## src/text_console_writer_macros.svh

```systemverilog
// assertion macros shared by the console writer modules
`ifndef TEXT_CONSOLE_WRITER_MACROS_SVH
`define TEXT_CONSOLE_WRITER_MACROS_SVH

// same-cycle implication
`define TCW_ASSERT_NOW(label, clk, rst, ante, cons) \
   label: assert property (@(posedge clk) disable iff (rst) (ante) |-> (cons)) \
      else $error("console writer assertion failed");

// next-cycle implication
`define TCW_ASSERT_NEXT(label, clk, rst, ante, cons) \
   label: assert property (@(posedge clk) disable iff (rst) (ante) |=> (cons)) \
      else $error("console writer assertion failed");

`endif

```

## src/tcw_pkg.sv

```systemverilog
// types, codes and character tables of the console writer
package tcw_pkg;

   localparam logic [1:0] CMD_PUT = 2'd0;
   localparam logic [1:0] CMD_HEX = 2'd1;
   localparam logic [1:0] CMD_DEC = 2'd2;

   localparam logic [7:0] CHAR_NL = 8'd10;
   localparam logic [7:0] CHAR_CR = 8'd13;
   localparam logic [7:0] CHAR_ZERO = 8'h30;

   localparam logic [31:0] DEC_LIMIT = 32'd100000;
   localparam int QUEUE_DEPTH = 4;
   localparam int QPTR_W = $clog2(QUEUE_DEPTH);

   typedef enum logic [2:0] {
      FR_IDLE,
      FR_PUT,
      FR_HEX,
      FR_DEC,
      FR_BIG
   } front_state_type;

   typedef struct packed {
      logic [7:0] char_code;
      logic       last;
   } char_entry_type;

   function automatic logic [7:0] hex_char(input logic [3:0] d);
      logic [7:0] c;
      if (d < 4'd10) begin
         c = CHAR_ZERO + {4'd0, d};
      end else begin
         c = 8'h57 + {4'd0, d};
      end
      return c;
   endfunction

   // characters of the overflow text ">=100000"
   function automatic logic [7:0] big_char(input logic [2:0] idx);
      logic [7:0] c;
      case (idx)
         3'd0:    c = 8'h3e;
         3'd1:    c = 8'h3d;
         3'd2:    c = 8'h31;
         default: c = CHAR_ZERO;
      endcase
      return c;
   endfunction

   // k times the decimal weight of digit position pos (0 is ten thousands)
   function automatic logic [16:0] dec_weight(input logic [2:0] pos, input logic [3:0] k);
      logic [16:0] pw;
      case (pos)
         3'd0:    pw = 17'd10000;
         3'd1:    pw = 17'd1000;
         3'd2:    pw = 17'd100;
         3'd3:    pw = 17'd10;
         default: pw = 17'd1;
      endcase
      return 17'(pw * {13'd0, k});
   endfunction

endpackage

```

## src/text_console_writer.sv

```systemverilog
// top level of the text console writer
//
//   channel | dir | transfer when              | contents
//   req     | in  | req_tvalid & req_tready    | command, char, value, min digits
//   rsp     | out | rsp_tvalid & rsp_tready    | screen write, echo byte, cursor
//   csr     | in  | csr_we                     | uart echo enable
//
// a command is taken when idle; then one char slot per cycle unless the queue is full:
// one for a put, eight digit slots for hex, five for decimal, eight for the overflow text
// the back gives one result per unstalled cycle, two for a character that wraps the line
// a four-entry queue lets the front run ahead while the result register is stalled
// reset is synchronous, homes the cursor and clears echo; screen memory is external
module text_console_writer
   import tcw_pkg::*;
#(
   parameter int COLUMNS = 80,
   parameter int ROWS = 30
) (
   input  logic        clock,
   input  logic        reset,
   input  logic        req_tvalid,
   output logic        req_tready,
   input  logic [47:0] req_tdata,  // char_code, value, min_digits, unused
   input  logic [1:0]  req_tuser,  // cmd
   output logic        rsp_tvalid,
   input  logic        rsp_tready,
   output logic [39:0] rsp_tdata,  // screen_offset, screen_char, uart_byte, cursor_row,
                                   // cursor_col
   output logic [1:0]  rsp_tuser,  // screen_write, uart_valid
   output logic        rsp_tlast,
   input  logic        csr_we,
   input  logic        csr_wdata
);

   logic           echo_ff, echo_in;
   logic           push;
   logic           full;
   logic           pop;
   logic           empty;
   char_entry_type front_entry;
   char_entry_type queue_entry;

   logic        screen_write;
   logic [11:0] screen_offset;
   logic [7:0]  screen_char;
   logic        uart_valid;
   logic [7:0]  uart_byte;
   logic [4:0]  cursor_row;
   logic [6:0]  cursor_col;

   assign echo_in = csr_we ? csr_wdata : echo_ff;

   always_ff @(posedge clock) begin
      if (reset) begin
         echo_ff <= 1'b0;
      end else begin
         echo_ff <= echo_in;
      end
   end

   tcw_front u_front (
      .clock        (clock),
      .reset        (reset),
      .req_valid_i  (req_tvalid),
      .req_ready_o  (req_tready),
      .cmd_i        (req_tuser),
      .char_code_i  (req_tdata[7:0]),
      .value_i      (req_tdata[39:8]),
      .min_digits_i (req_tdata[43:40]),
      .full_i       (full),
      .push_o       (push),
      .entry_o      (front_entry)
   );

   tcw_fifo u_fifo (
      .clock   (clock),
      .reset   (reset),
      .push_i  (push),
      .entry_i (front_entry),
      .full_o  (full),
      .pop_i   (pop),
      .empty_o (empty),
      .entry_o (queue_entry)
   );

   tcw_back #(
      .COLUMNS (COLUMNS),
      .ROWS    (ROWS)
   ) u_back (
      .clock           (clock),
      .reset           (reset),
      .echo_i          (echo_ff),
      .empty_i         (empty),
      .entry_i         (queue_entry),
      .pop_o           (pop),
      .rsp_valid_o     (rsp_tvalid),
      .rsp_ready_i     (rsp_tready),
      .screen_write_o  (screen_write),
      .screen_offset_o (screen_offset),
      .screen_char_o   (screen_char),
      .uart_valid_o    (uart_valid),
      .uart_byte_o     (uart_byte),
      .cursor_row_o    (cursor_row),
      .cursor_col_o    (cursor_col),
      .last_o          (rsp_tlast)
   );

   assign rsp_tdata = {cursor_col, cursor_row, uart_byte, screen_char, screen_offset};
   assign rsp_tuser = {uart_valid, screen_write};

endmodule

```

## src/tcw_front.sv

```systemverilog
// front end: takes commands and breaks them into a character stream
module tcw_front
   import tcw_pkg::*;
(
   input  logic           clock,
   input  logic           reset,
   input  logic           req_valid_i,
   output logic           req_ready_o,
   input  logic [1:0]     cmd_i,
   input  logic [7:0]     char_code_i,
   input  logic [31:0]    value_i,
   input  logic [3:0]     min_digits_i,
   input  logic           full_i,
   output logic           push_o,
   output char_entry_type entry_o
);

   front_state_type state_ff, state_in;
   logic [2:0]  idx_ff, idx_in;
   logic [3:0]  lim_ff, lim_in;
   logic [31:0] value_ff, value_in;
   logic [16:0] rem_ff, rem_in;
   logic [7:0]  char_ff, char_in;

   logic        accept;
   logic        step;
   logic        done;
   logic        want;
   logic [3:0]  hex_digit;
   logic        hex_skip;
   logic [3:0]  dec_digit;

   assign accept = req_valid_i && req_ready_o;
   assign hex_digit = value_ff[{idx_ff, 2'b00} +: 4];
   assign hex_skip = (hex_digit == 4'd0) && ({1'b0, idx_ff} >= lim_ff);

   always_comb begin
      dec_digit = 4'd0;
      for (int k = 1; k < 10; k++) begin
         if (rem_ff >= dec_weight(idx_ff, 4'(k))) begin
            dec_digit = 4'(k);
         end
      end
   end

   // outputs
   always_comb begin
      req_ready_o = 1'b0;
      want = 1'b0;
      step = 1'b0;
      done = 1'b0;
      entry_o = '{char_code: 8'd0, last: 1'b0};
      unique case (state_ff)
         FR_IDLE: begin
            req_ready_o = 1'b1;
         end
         FR_PUT: begin
            want = 1'b1;
            step = !full_i;
            done = 1'b1;
            entry_o = '{char_code: char_ff, last: 1'b1};
         end
         FR_HEX: begin
            want = !hex_skip;
            step = hex_skip || !full_i;
            done = (idx_ff == 3'd0);
            entry_o = '{char_code: hex_char(hex_digit), last: (idx_ff == 3'd0)};
         end
         FR_DEC: begin
            want = 1'b1;
            step = !full_i;
            done = (idx_ff == 3'd4);
            entry_o = '{char_code: CHAR_ZERO + {4'd0, dec_digit}, last: (idx_ff == 3'd4)};
         end
         FR_BIG: begin
            want = 1'b1;
            step = !full_i;
            done = (idx_ff == 3'd7);
            entry_o = '{char_code: big_char(idx_ff), last: (idx_ff == 3'd7)};
         end
         default: begin
            req_ready_o = 1'b0;
         end
      endcase
      push_o = want && !full_i;
   end

   // next state
   always_comb begin
      state_in = state_ff;
      unique case (state_ff)
         FR_IDLE: begin
            if (accept) begin
               unique case (cmd_i)
                  CMD_PUT: state_in = FR_PUT;
                  CMD_HEX: state_in = FR_HEX;
                  CMD_DEC: state_in = (value_i >= DEC_LIMIT) ? FR_BIG : FR_DEC;
                  default: state_in = FR_IDLE;
               endcase
            end
         end
         FR_PUT, FR_HEX, FR_DEC, FR_BIG: begin
            if (step && done) begin
               state_in = FR_IDLE;
            end
         end
         default: state_in = FR_IDLE;
      endcase
   end

   // datapath
   always_comb begin
      idx_in = idx_ff;
      lim_in = lim_ff;
      value_in = value_ff;
      rem_in = rem_ff;
      char_in = char_ff;
      if (accept) begin
         idx_in = (cmd_i == CMD_HEX) ? 3'd7 : 3'd0;
         lim_in = (min_digits_i > 4'd8) ? 4'd8 : min_digits_i;
         value_in = value_i;
         rem_in = value_i[16:0];
         char_in = char_code_i;
      end else if (step) begin
         case (state_ff)
            FR_HEX: begin
               idx_in = idx_ff - 3'd1;
               if (!hex_skip) begin
                  lim_in = {1'b0, idx_ff};
               end
            end
            FR_DEC: begin
               idx_in = idx_ff + 3'd1;
               rem_in = rem_ff - dec_weight(idx_ff, dec_digit);
            end
            FR_BIG: begin
               idx_in = idx_ff + 3'd1;
            end
            default: begin
               idx_in = idx_ff;
            end
         endcase
      end
   end

   always_ff @(posedge clock) begin
      if (reset) begin
         state_ff <= FR_IDLE;
      end else begin
         state_ff <= state_in;
      end
      idx_ff <= idx_in;
      lim_ff <= lim_in;
      value_ff <= value_in;
      rem_ff <= rem_in;
      char_ff <= char_in;
   end

endmodule

```

## src/tcw_fifo.sv

```systemverilog
// short character queue between front and back ends
`include "text_console_writer_macros.svh"
module tcw_fifo
   import tcw_pkg::*;
(
   input  logic           clock,
   input  logic           reset,
   input  logic           push_i,
   input  char_entry_type entry_i,
   output logic           full_o,
   input  logic           pop_i,
   output logic           empty_o,
   output char_entry_type entry_o
);

   char_entry_type       slot_ff [QUEUE_DEPTH];
   logic [QPTR_W-1:0]    wr_ptr_ff, wr_ptr_in;
   logic [QPTR_W-1:0]    rd_ptr_ff, rd_ptr_in;
   logic [QPTR_W:0]      count_ff, count_in;

   assign full_o = (count_ff == (QPTR_W + 1)'(QUEUE_DEPTH));
   assign empty_o = (count_ff == '0);
   assign entry_o = slot_ff[rd_ptr_ff];

   always_comb begin
      wr_ptr_in = push_i ? wr_ptr_ff + 1'b1 : wr_ptr_ff;
      rd_ptr_in = pop_i ? rd_ptr_ff + 1'b1 : rd_ptr_ff;
      count_in = count_ff;
      if (push_i && !pop_i) begin
         count_in = count_ff + 1'b1;
      end else if (pop_i && !push_i) begin
         count_in = count_ff - 1'b1;
      end
   end

   always_ff @(posedge clock) begin
      if (reset) begin
         wr_ptr_ff <= '0;
         rd_ptr_ff <= '0;
         count_ff <= '0;
      end else begin
         wr_ptr_ff <= wr_ptr_in;
         rd_ptr_ff <= rd_ptr_in;
         count_ff <= count_in;
      end
      if (push_i) begin
         slot_ff[wr_ptr_ff] <= entry_i;
      end
   end

   `TCW_ASSERT_NOW(a_no_overflow, clock, reset, push_i, !full_o)
   `TCW_ASSERT_NOW(a_no_underflow, clock, reset, pop_i, !empty_o)

endmodule

```

## src/tcw_back.sv

```systemverilog
// back end: cursor, screen addressing, echo and result register
`include "text_console_writer_macros.svh"
module tcw_back
   import tcw_pkg::*;
#(
   parameter int COLUMNS = 80,
   parameter int ROWS = 30
) (
   input  logic           clock,
   input  logic           reset,
   input  logic           echo_i,
   input  logic           empty_i,
   input  char_entry_type entry_i,
   output logic           pop_o,
   output logic           rsp_valid_o,
   input  logic           rsp_ready_i,
   output logic           screen_write_o,
   output logic [11:0]    screen_offset_o,
   output logic [7:0]     screen_char_o,
   output logic           uart_valid_o,
   output logic [7:0]     uart_byte_o,
   output logic [4:0]     cursor_row_o,
   output logic [6:0]     cursor_col_o,
   output logic           last_o
);

   localparam int ROW_W = $clog2(ROWS);
   localparam int COL_W = $clog2(COLUMNS);

   logic [ROW_W-1:0] row_ff, row_in;
   logic [COL_W-1:0] col_ff, col_in;
   logic             pend_ff, pend_in;
   logic [7:0]       pend_char_ff, pend_char_in;
   logic             pend_last_ff, pend_last_in;

   logic             valid_ff, valid_in;
   logic             sw_ff, sw_in;
   logic [11:0]      off_ff, off_in;
   logic [7:0]       char_ff, char_in;
   logic             uv_ff, uv_in;
   logic [7:0]       ub_ff, ub_in;
   logic [4:0]       crow_ff, crow_in;
   logic [6:0]       ccol_ff, ccol_in;
   logic             last_ff, last_in;

   logic             out_free;
   logic [ROW_W-1:0] row_wrap;
   logic [COL_W:0]   col_inc;
   logic             wrap;
   logic [15:0]      offset_full;
   logic [7:0]       echo_byte;
   logic [15:0]      row_ext;
   logic [15:0]      col_ext;

   assign out_free = !valid_ff || rsp_ready_i;
   assign pop_o = !empty_i && out_free && !pend_ff;
   assign row_wrap = (row_ff == ROW_W'(ROWS - 1)) ? '0 : row_ff + 1'b1;
   assign col_inc = {1'b0, col_ff} + 1'b1;
   assign wrap = (entry_i.char_code != CHAR_NL) && (entry_i.char_code != CHAR_CR)
                 && (col_inc >= (COL_W + 1)'(COLUMNS));
   assign offset_full = 16'(16'(row_ff) * 16'(COLUMNS)) + 16'(col_ff);

   always_comb begin
      row_in = row_ff;
      col_in = col_ff;
      pend_in = pend_ff;
      pend_char_in = pend_char_ff;
      pend_last_in = pend_last_ff;
      valid_in = valid_ff && !rsp_ready_i;
      sw_in = sw_ff;
      off_in = off_ff;
      char_in = char_ff;
      echo_byte = 8'd0;
      last_in = last_ff;
      if (pop_o) begin
         valid_in = 1'b1;
         sw_in = 1'b0;
         off_in = 12'd0;
         char_in = 8'd0;
         last_in = entry_i.last;
         if (entry_i.char_code == CHAR_NL) begin
            row_in = row_wrap;
            col_in = '0;
            echo_byte = CHAR_NL;
         end else if (entry_i.char_code == CHAR_CR) begin
            col_in = '0;
            echo_byte = CHAR_CR;
         end else begin
            sw_in = 1'b1;
            off_in = offset_full[11:0];
            char_in = entry_i.char_code;
            if (wrap) begin
               row_in = row_wrap;
               col_in = '0;
               echo_byte = CHAR_NL;
               last_in = 1'b0;
               pend_in = 1'b1;
               pend_char_in = entry_i.char_code;
               pend_last_in = entry_i.last;
            end else begin
               col_in = col_inc[COL_W-1:0];
               echo_byte = entry_i.char_code;
            end
         end
      end else if (pend_ff && out_free) begin
         valid_in = 1'b1;
         sw_in = 1'b0;
         off_in = 12'd0;
         char_in = 8'd0;
         echo_byte = pend_char_ff;
         last_in = pend_last_ff;
         pend_in = 1'b0;
      end
      row_ext = 16'(row_in);
      col_ext = 16'(col_in);
      if (pop_o || (pend_ff && out_free)) begin
         uv_in = echo_i;
         ub_in = echo_i ? echo_byte : 8'd0;
         crow_in = row_ext[4:0];
         ccol_in = col_ext[6:0];
      end else begin
         uv_in = uv_ff;
         ub_in = ub_ff;
         crow_in = crow_ff;
         ccol_in = ccol_ff;
      end
   end

   always_ff @(posedge clock) begin
      if (reset) begin
         row_ff <= '0;
         col_ff <= '0;
         pend_ff <= 1'b0;
         valid_ff <= 1'b0;
      end else begin
         row_ff <= row_in;
         col_ff <= col_in;
         pend_ff <= pend_in;
         valid_ff <= valid_in;
      end
      pend_char_ff <= pend_char_in;
      pend_last_ff <= pend_last_in;
      sw_ff <= sw_in;
      off_ff <= off_in;
      char_ff <= char_in;
      uv_ff <= uv_in;
      ub_ff <= ub_in;
      crow_ff <= crow_in;
      ccol_ff <= ccol_in;
      last_ff <= last_in;
   end

   assign rsp_valid_o = valid_ff;
   assign screen_write_o = sw_ff;
   assign screen_offset_o = off_ff;
   assign screen_char_o = char_ff;
   assign uart_valid_o = uv_ff;
   assign uart_byte_o = ub_ff;
   assign cursor_row_o = crow_ff;
   assign cursor_col_o = ccol_ff;
   assign last_o = last_ff;

   `TCW_ASSERT_NOW(a_wrap_first_half, clock, reset, pend_ff, valid_ff && sw_ff && !last_ff)
   `TCW_ASSERT_NEXT(a_wrap_pending, clock, reset, pop_o && wrap, pend_ff)
   `TCW_ASSERT_NOW(a_cursor_range, clock, reset, 1'b1,
      (32'(col_ff) < COLUMNS) && (32'(row_ff) < ROWS))

endmodule
```

## config.mk

```make
export PLATFORM = sky130hd
export DESIGN_NAME = text_console_writer
export DESIGN_NICKNAME = d
export VERILOG_FILES = /design/src/tcw_pkg.sv /design/src/text_console_writer.sv /design/src/tcw_front.sv /design/src/tcw_fifo.sv /design/src/tcw_back.sv
export VERILOG_INCLUDE_DIRS = /design/src /design/src/src
export SDC_FILE = /design/constraint.sdc
export NUM_CORES = 1
export LEC_CHECK = 0
export ABC_CLOCK_PERIOD_IN_PS = 11380
export BUFFER_PORTS_ARGS = -buffer_cell sky130_fd_sc_hd__buf_2
export CAP_MARGIN = 0
export CORE_MARGIN = 3
export CORE_UTILIZATION = 60
export DETAILED_ROUTE_END_ITERATION = 10
export PLACE_DENSITY = 0.84
export RECOVER_POWER = 50
export SYNTH_ARGS = -nofsm -noshare
export SYNTH_HDL_FRONTEND = slang
export SYNTH_SLANG_ARGS = --single-unit
```

## constraint.sdc

```tcl
create_clock -name clock -period 11.38 [get_ports clock]
set_input_delay 2.276 -clock clock [delete_from_list [all_inputs] [get_ports clock]]
set_output_delay 2.276 -clock clock [all_outputs]
set_load 0.01 [all_outputs]
```

# Word-level counts from Yosys, hierarchy flattened
# Memory sizes are Yosys's and may differ from the RTL's. A register that Yosys moved wholly into a read port is not among the register bits.
# Index checks and enable logic that the tools add are counted.
# op_classes
n_addsub,13
multipliers,7
div,0
n_lt_le_gt_ge,14
n_eq_ne,23
n_shift,1
n_mux,80
n_bitwise,2
reduce_logical,43
# op_table
operator,n
>= comparator 17 bit,6
2-to-1 mux 17 bit,6
2-to-1 mux 8 bit,10
case mux 14 bit (4 select lines),1
2-to-1 mux 12 bit,4
2-to-1 mux 3 bit,12
case mux 9 bit (4 select lines),1
multiplier 14 x 3 -> 17 bit (second input constant),2
>= comparator 32 x 17 -> 1 bit (second input constant),1
multiplier 14 x 2 -> 16 bit (second input constant),2
indexed part select 32 x 6 -> 4 bit,1
2-to-1 mux 4 bit,7
2-to-1 mux 7 bit,4
2-to-1 mux 5 bit,5
2-to-1 mux 1 bit,19
>= comparator 17 x 14 -> 1 bit,1
>= comparator 17 x 15 -> 1 bit,1
>= comparator 17 x 16 -> 1 bit,1
multiplier 14 x 4 -> 17 bit (second input constant),1
multiplier 17 x 4 -> 17 bit,1
subtractor 17 bit,1
== test 8 x 4 -> 1 bit (second input constant),2
!= test 8 x 4 -> 1 bit (second input constant),2
adder 6 x 4 -> 7 bit (first input constant),2
41 further kinds,90
# totals
ff_bits,141
latchBits,0
ramBits,36
mem_bits_ro,0
output_inout_bits,45
elab_cells,208
n_memories,1
# memory_table
name,depth,word_bits,read_ports,rd_clocked_by_memory_dff,wr,line_no,text
u_fifo.slot_ff,4,9,1,1,1,tcw_fifo.sv:16,char_entry_type slot_ff [QUEUE_DEPTH];

# Logic depth before layout (Yosys ltp)
# depth
word_depth,17
depth_mapped,46

# Modules after synthesis
# Synthesis repeated with hierarchy kept, for this count alone.
# unflattened
cells_unflattened,1355
area_unflattened_um2,13965.9
# by_module_without_submodules
module,n_inst,cells_each,area_each_um2,seq_area_each_um2
tcw_front,1,991,9042.4,1981.9
tcw_back,1,268,3145.5,1841.8
tcw_fifo,1,91,1729.2,1261.2
text_console_writer,1,5,48.8,20.0

# Worst setup path before layout
# No wires, ideal clock.
# synth_timing
path_type,register to register
startpoint,register u_front.idx_ff[1]
endpoint,"register u_front.rem_ff[15], data pin"
arrival_ns,9.455
required_ns,11.111
path_slack_ns,1.656
stages_incl_launch_ff,46
n_path_buf,2
period_less_slack_ns,9.724
cell_sequence,edfxtp_1 > clkbuf_1 > inv_1 > ha_1 > nor2b_1 > clkinv_1 > ha_1 > nand3_1 > nand2_1 > inv_1 > fa_1 > ha_1 > a21oi_1 > nor2_1 > nor2_1 > inv_1 > a21oi_1 > o21ai_0 > [... 10 more ...] > a311o_1 > clkbuf_1 > nor2_1 > fa_1 > inv_1 > fa_1 > inv_1 > fa_1 > inv_1 > ha_1 > a2111o_1 > o22ai_1 > o21ai_0 > o31ai_1 > a2111oi_0 > nor2_1 > xor2_1 > o21ai_0
# synth_between
elab_chain_len,17
word_cells_on_any_way,36
cone_classes,add/sub (1); mul (6); order compare (9); eq/ne (3); mux (16); reduce/logical (1)
# synth_lines
item,line_no,text
"start, declared",tcw_front.sv:19,"logic [2:0] idx_ff, idx_in;"
"start signal, assigned",tcw_front.sv:152,idx_ff <= idx_in;
== test 3 x 2 -> 1 bit (tied with other cells),tcw_pkg.sv:54,case (pos)
case mux 14 bit (4 select lines) (*),tcw_pkg.sv:54,
"parallel branches: the longest is 10 deep, another holds >= comparator 17 bit",n/a,
multiplier 17 x 4 -> 17 bit (*),tcw_pkg.sv:61,"return 17'(pw * {13'd0, k});"
subtractor 17 bit (*),tcw_front.sv:134,"rem_in = rem_ff - dec_weight(idx_ff, dec_digit);"
2-to-1 mux 17 bit (*),tcw_front.sv:125,case (state_ff)
2-to-1 mux 17 bit (*),tcw_front.sv:124,end else if (step) begin
2-to-1 mux 17 bit (*),tcw_front.sv:118,if (accept) begin
net u_front.rem_in[15],tcw_front.sv:22,"logic [16:0] rem_ff, rem_in;"
"end signal, assigned",tcw_front.sv:155,rem_ff <= rem_in;
"end, declared",tcw_front.sv:22,
# Mark *: on every way through the listed nets, which the timed path passes. The select of a mux whose other input is x is not followed.
# A chain may end at the register's enable or synchronous reset.

# Worst setup path after layout
# layout_timing
startpoint,register u_front.idx_ff[1]
endpoint,"register u_front.rem_ff[16], data pin"
# The elaborated chain is that of the path after synthesis.

==> results_dict.tcl <==
set metrics [dict create \
    setup_viol 0 \
    synthMuxAreaShare_pct 3.45 \
    ys_warn_count 0 \
    netlist.area_leader.share_pct 33.1 \
    clkLatencyLatePin_ns 0.44 \
    reg2reg_from "u_front.idx_ff[1]$_DFFE_PP_" \
    drv_slew 0 \
    core_area_sq_um 22200 \
    synth_ff_type "edfxtp_1" \
    cp_slowest_cell "edfxtp_1" \
    grt_first_pass_wirelength_mm 53.5 \
    top_layer "met4" \
    diodes 0 \
    reg2reg_depth 43 \
    dieArea_sq_um 24900 \
    clockBufferDepth 2 \
    grt_usage_pct 27.3 \
    antenna_found_initial 0 \
    r2r_slack_ns 0.77 \
    grt_max_degree 65 \
    grt_pass1_vias 10900 \
    vias 10800 \
    syn_inst 1340 \
    synthSimpleGateAreaFrac_pct 13.6 \
    hold_depth 2 \
    fmax_mhz 94.2 \
    synthTopCellsByArea "edfxtp_1 33%, ha_1 17%, fa_1 6.2%, dfxtp_1 3.9%, inv_1 3.6%" \
    htreeDepth 4 \
    ios 101 \
    period_share_pct 93.2 \
    met3WireLength_mm 2.46 \
    synthDistinctLibCells 76 \
    worst_slew_pin_slew_ns 1.27 \
    root_buffer "clkbuf_16" \
    synth_top_cell_by_area "edfxtp_1" \
    async_reset_ff_share_pct 0 \
    cts_tree "done" \
    rsz0062_at_grt "false" \
    hold_buffers 0 \
    fin_crit_ns 10.61 \
    arrival_ns 10.77 \
    cts_buffers 17 \
    row_count 54 \
    area_growth_pct 11.0 \
    hold_end "u_back.pend_ff$_SDFFE_PP0P_" \
    synth-seq-cells 179 \
    worstHoldStart "u_back.pend_ff$_SDFFE_PP0P_" \
    status "finished clean" \
    clk_pin_slew_ns 0.07 \
    ff_latch_area_sq_um 5100 \
    hp-class "flop to flop" \
    cp-end-kind "flop" \
    yosys.area_share.adder_pct 23.4 \
    synth_top_family_by_area "adder cells" \
    wl_met1_mm 13.5 \
    cpPeakStageDelay_ns 0.64 \
    crit_required_ns 11.54 \
    cp_max_fo 12 \
    synth_compound_area_share_pct 14.5 \
    gp_congestion 0.943 \
    synth-xor-area-share_pct 3.36 \
    initial_core_util_pct 62.1 \
    wl_met2_mm 16.0 \
    io_buffers 96 \
    cp-start-kind "flop" \
    num-fill-cells 1597 \
    vias_per_cell 6.14 \
    overflow 0 \
    drt-wirelength-per-cell_um 18.8 \
    first_pass_iters 5 \
    cts_setup_buffers 0 \
    synth_area_sq_um 13800 \
    relSlewSlack_pct 15.3 \
    route.detailed.drc 0 \
    critical_path_class "flop to flop" \
    cts_resized 0 \
    maxCapViolCount 0 \
    synth_edf_count 152 \
    yosysMostFrequentCell "ha_1" \
    syn_area_per_cell_sq_um 10.3 \
    multi_input_area_sq_um 8030 \
    drtAntennaViolNets 0 \
    hold_viol_final 0 \
    rr_endpoint "u_front.rem_ff[16]$_DFFE_PP_" \
    fin_skew_ns 0.00954 \
    fp.dieH_um 158 \
    drt_iter0_drc 818 \
    synth_commonest_cells "188 x ha_1, 152 x edfxtp_1, 131 x inv_1" \
    clkSinkCount 179 \
    wirelength_mm 33.1 \
    fin_setup_tns_ns 0 \
    die_width_um 158 \
    fin_nets 1757 \
    drive_gt1_share_pct 8.23 \
    dp.final_hpwl_mm 25.2 \
    yosysSeqAreaShare_pct 37.0 \
]
[sequential cells by signal, summed over array words and instances (netlist names), 5 cells and up, named ones only]
| register | cells |
|---|---|
| u_back.screen_char_o | 8 |
| u_back.cursor_row_o | 5 |
| u_back.cursor_col_o | 7 |
| u_front.value_ff | 32 |
| u_fifo.slot_ff | 36 |
| u_back.pend_char_ff | 8 |
| u_front.char_ff | 8 |
| u_back.uart_byte_o | 8 |
| u_back.screen_offset_o | 12 |
| u_front.rem_ff | 17 |
| u_back.col_ff | 7 |
| u_back.row_ff | 5 |
[stage by stage]
step / utilization (%) / cells / hold slack [ns] / instance area, sq um / setup WS (ns)
after floorplan: - / 1343 / 0.480 / 13800 / 1.66
after global placement: 66.8 / 1731 / 0.503 / 14800 / 1.17
after detailed placement: 66.8 / 1731 / 0.517 / 14800 / 0.945
after CTS: 69.5 / 1762 / 0.552 / 15400 / 0.898
after global routing: 68.9 / 1762 / 0.579 / 15300 / 0.0653
final: 68.9 / 1762 / 0.546 / 15300 / 0.770
[worst max-delay path: cells and delay by family (launching register included)]
family	cells	cell delay, ns
AOI/OAI and AO/OA	16	3.19
DFF	1	0.64
xor gates and xnor gates	2	0.35
buffers and inverters	8	1.66
adders and majority gates	9	3.00
and+or+nand+nor	8	1.46
[placed cells by master, fill, tap and decap left out, drive strengths merged, types with 6 or more instances in the layout]
| cell type | Yosys | layout |
|---|---|---|
| a211o | 9 | 9 |
| a211oi | 9 | 9 |
| a21o | 29 | 29 |
| a21oi | 82 | 82 |
| a22oi | 8 | 8 |
| a31oi | 10 | 10 |
| and2 | 12 | 12 |
| and3 | 21 | 21 |
| buf | 6 | 65 |
| clkbuf | 28 | 95 |
| clkinv | 2 | 7 |
| dfxtp | 27 | 27 |
| edfxtp | 152 | 152 |
| fa | 43 | 43 |
| ha | 188 | 188 |
| inv | 132 | 135 |
| mux2i | 9 | 9 |
| mux4 | 17 | 17 |
| nand2 | 86 | 86 |
| nand2b | 16 | 16 |
| nand3 | 28 | 28 |
| nand3b | 7 | 7 |
| nand4 | 10 | 10 |
| nor2 | 101 | 101 |
| nor2b | 34 | 34 |
| nor3 | 19 | 19 |
| nor3b | 7 | 7 |
| nor4 | 9 | 9 |
| o21a | 14 | 14 |
| o21ai | 78 | 78 |
| o21bai | 7 | 7 |
| o22ai | 8 | 8 |
| o31ai | 18 | 18 |
| or3 | 6 | 6 |
| xnor2 | 36 | 36 |
| xor2 | 17 | 17 |
[worst max path at each step]
stage                                           start  cells past startpoint                           end
after detailed placement  u_front.idx_ff[1]$_DFFE_PP_                     43  u_front.rem_ff[15]$_DFFE_PP_
after CTS                 u_front.idx_ff[1]$_DFFE_PP_                     43  u_front.rem_ff[16]$_DFFE_PP_
after floorplan           u_front.idx_ff[1]$_DFFE_PP_                     45  u_front.rem_ff[15]$_DFFE_PP_
final                     u_front.idx_ff[1]$_DFFE_PP_                     43  u_front.rem_ff[16]$_DFFE_PP_
after global placement    u_front.idx_ff[1]$_DFFE_PP_                     43  u_front.rem_ff[15]$_DFFE_PP_
after global routing      u_front.idx_ff[1]$_DFFE_PP_                     43  u_front.rem_ff[15]$_DFFE_PP_
[layout make-up]
type	instances	area share (%)
clock buffers	18	2.80
clock inverters	13	1.16
inverters	134	3.28
multi-input cells	996	52.4
flip-flops and latches	179	33.3
well taps	280	2.29
repair buffers	142	4.73
[cells by family (layout without fill, tap and decap cells)]
family | Yosys count | count (layout)
simple gates | 371 | 371
compound gates | 310 | 310
fa+ha+maj | 232 | 232
flops | 179 | 179
buf+inv | 168 | 307
xor+xnor | 53 | 53
mux | 26 | 26
other cells | 1 | 4
[per-layer routing]
metal  track usage [%]  up-vias
li1                  -     5142
met1              34.5     5122
met2              46.3      463
met3              5.36       91
met4              11.2        0
met5                 0        -
Power is not shown: default switching activity piles up to over one toggle a cycle in this logic, so the estimate is an artifact.
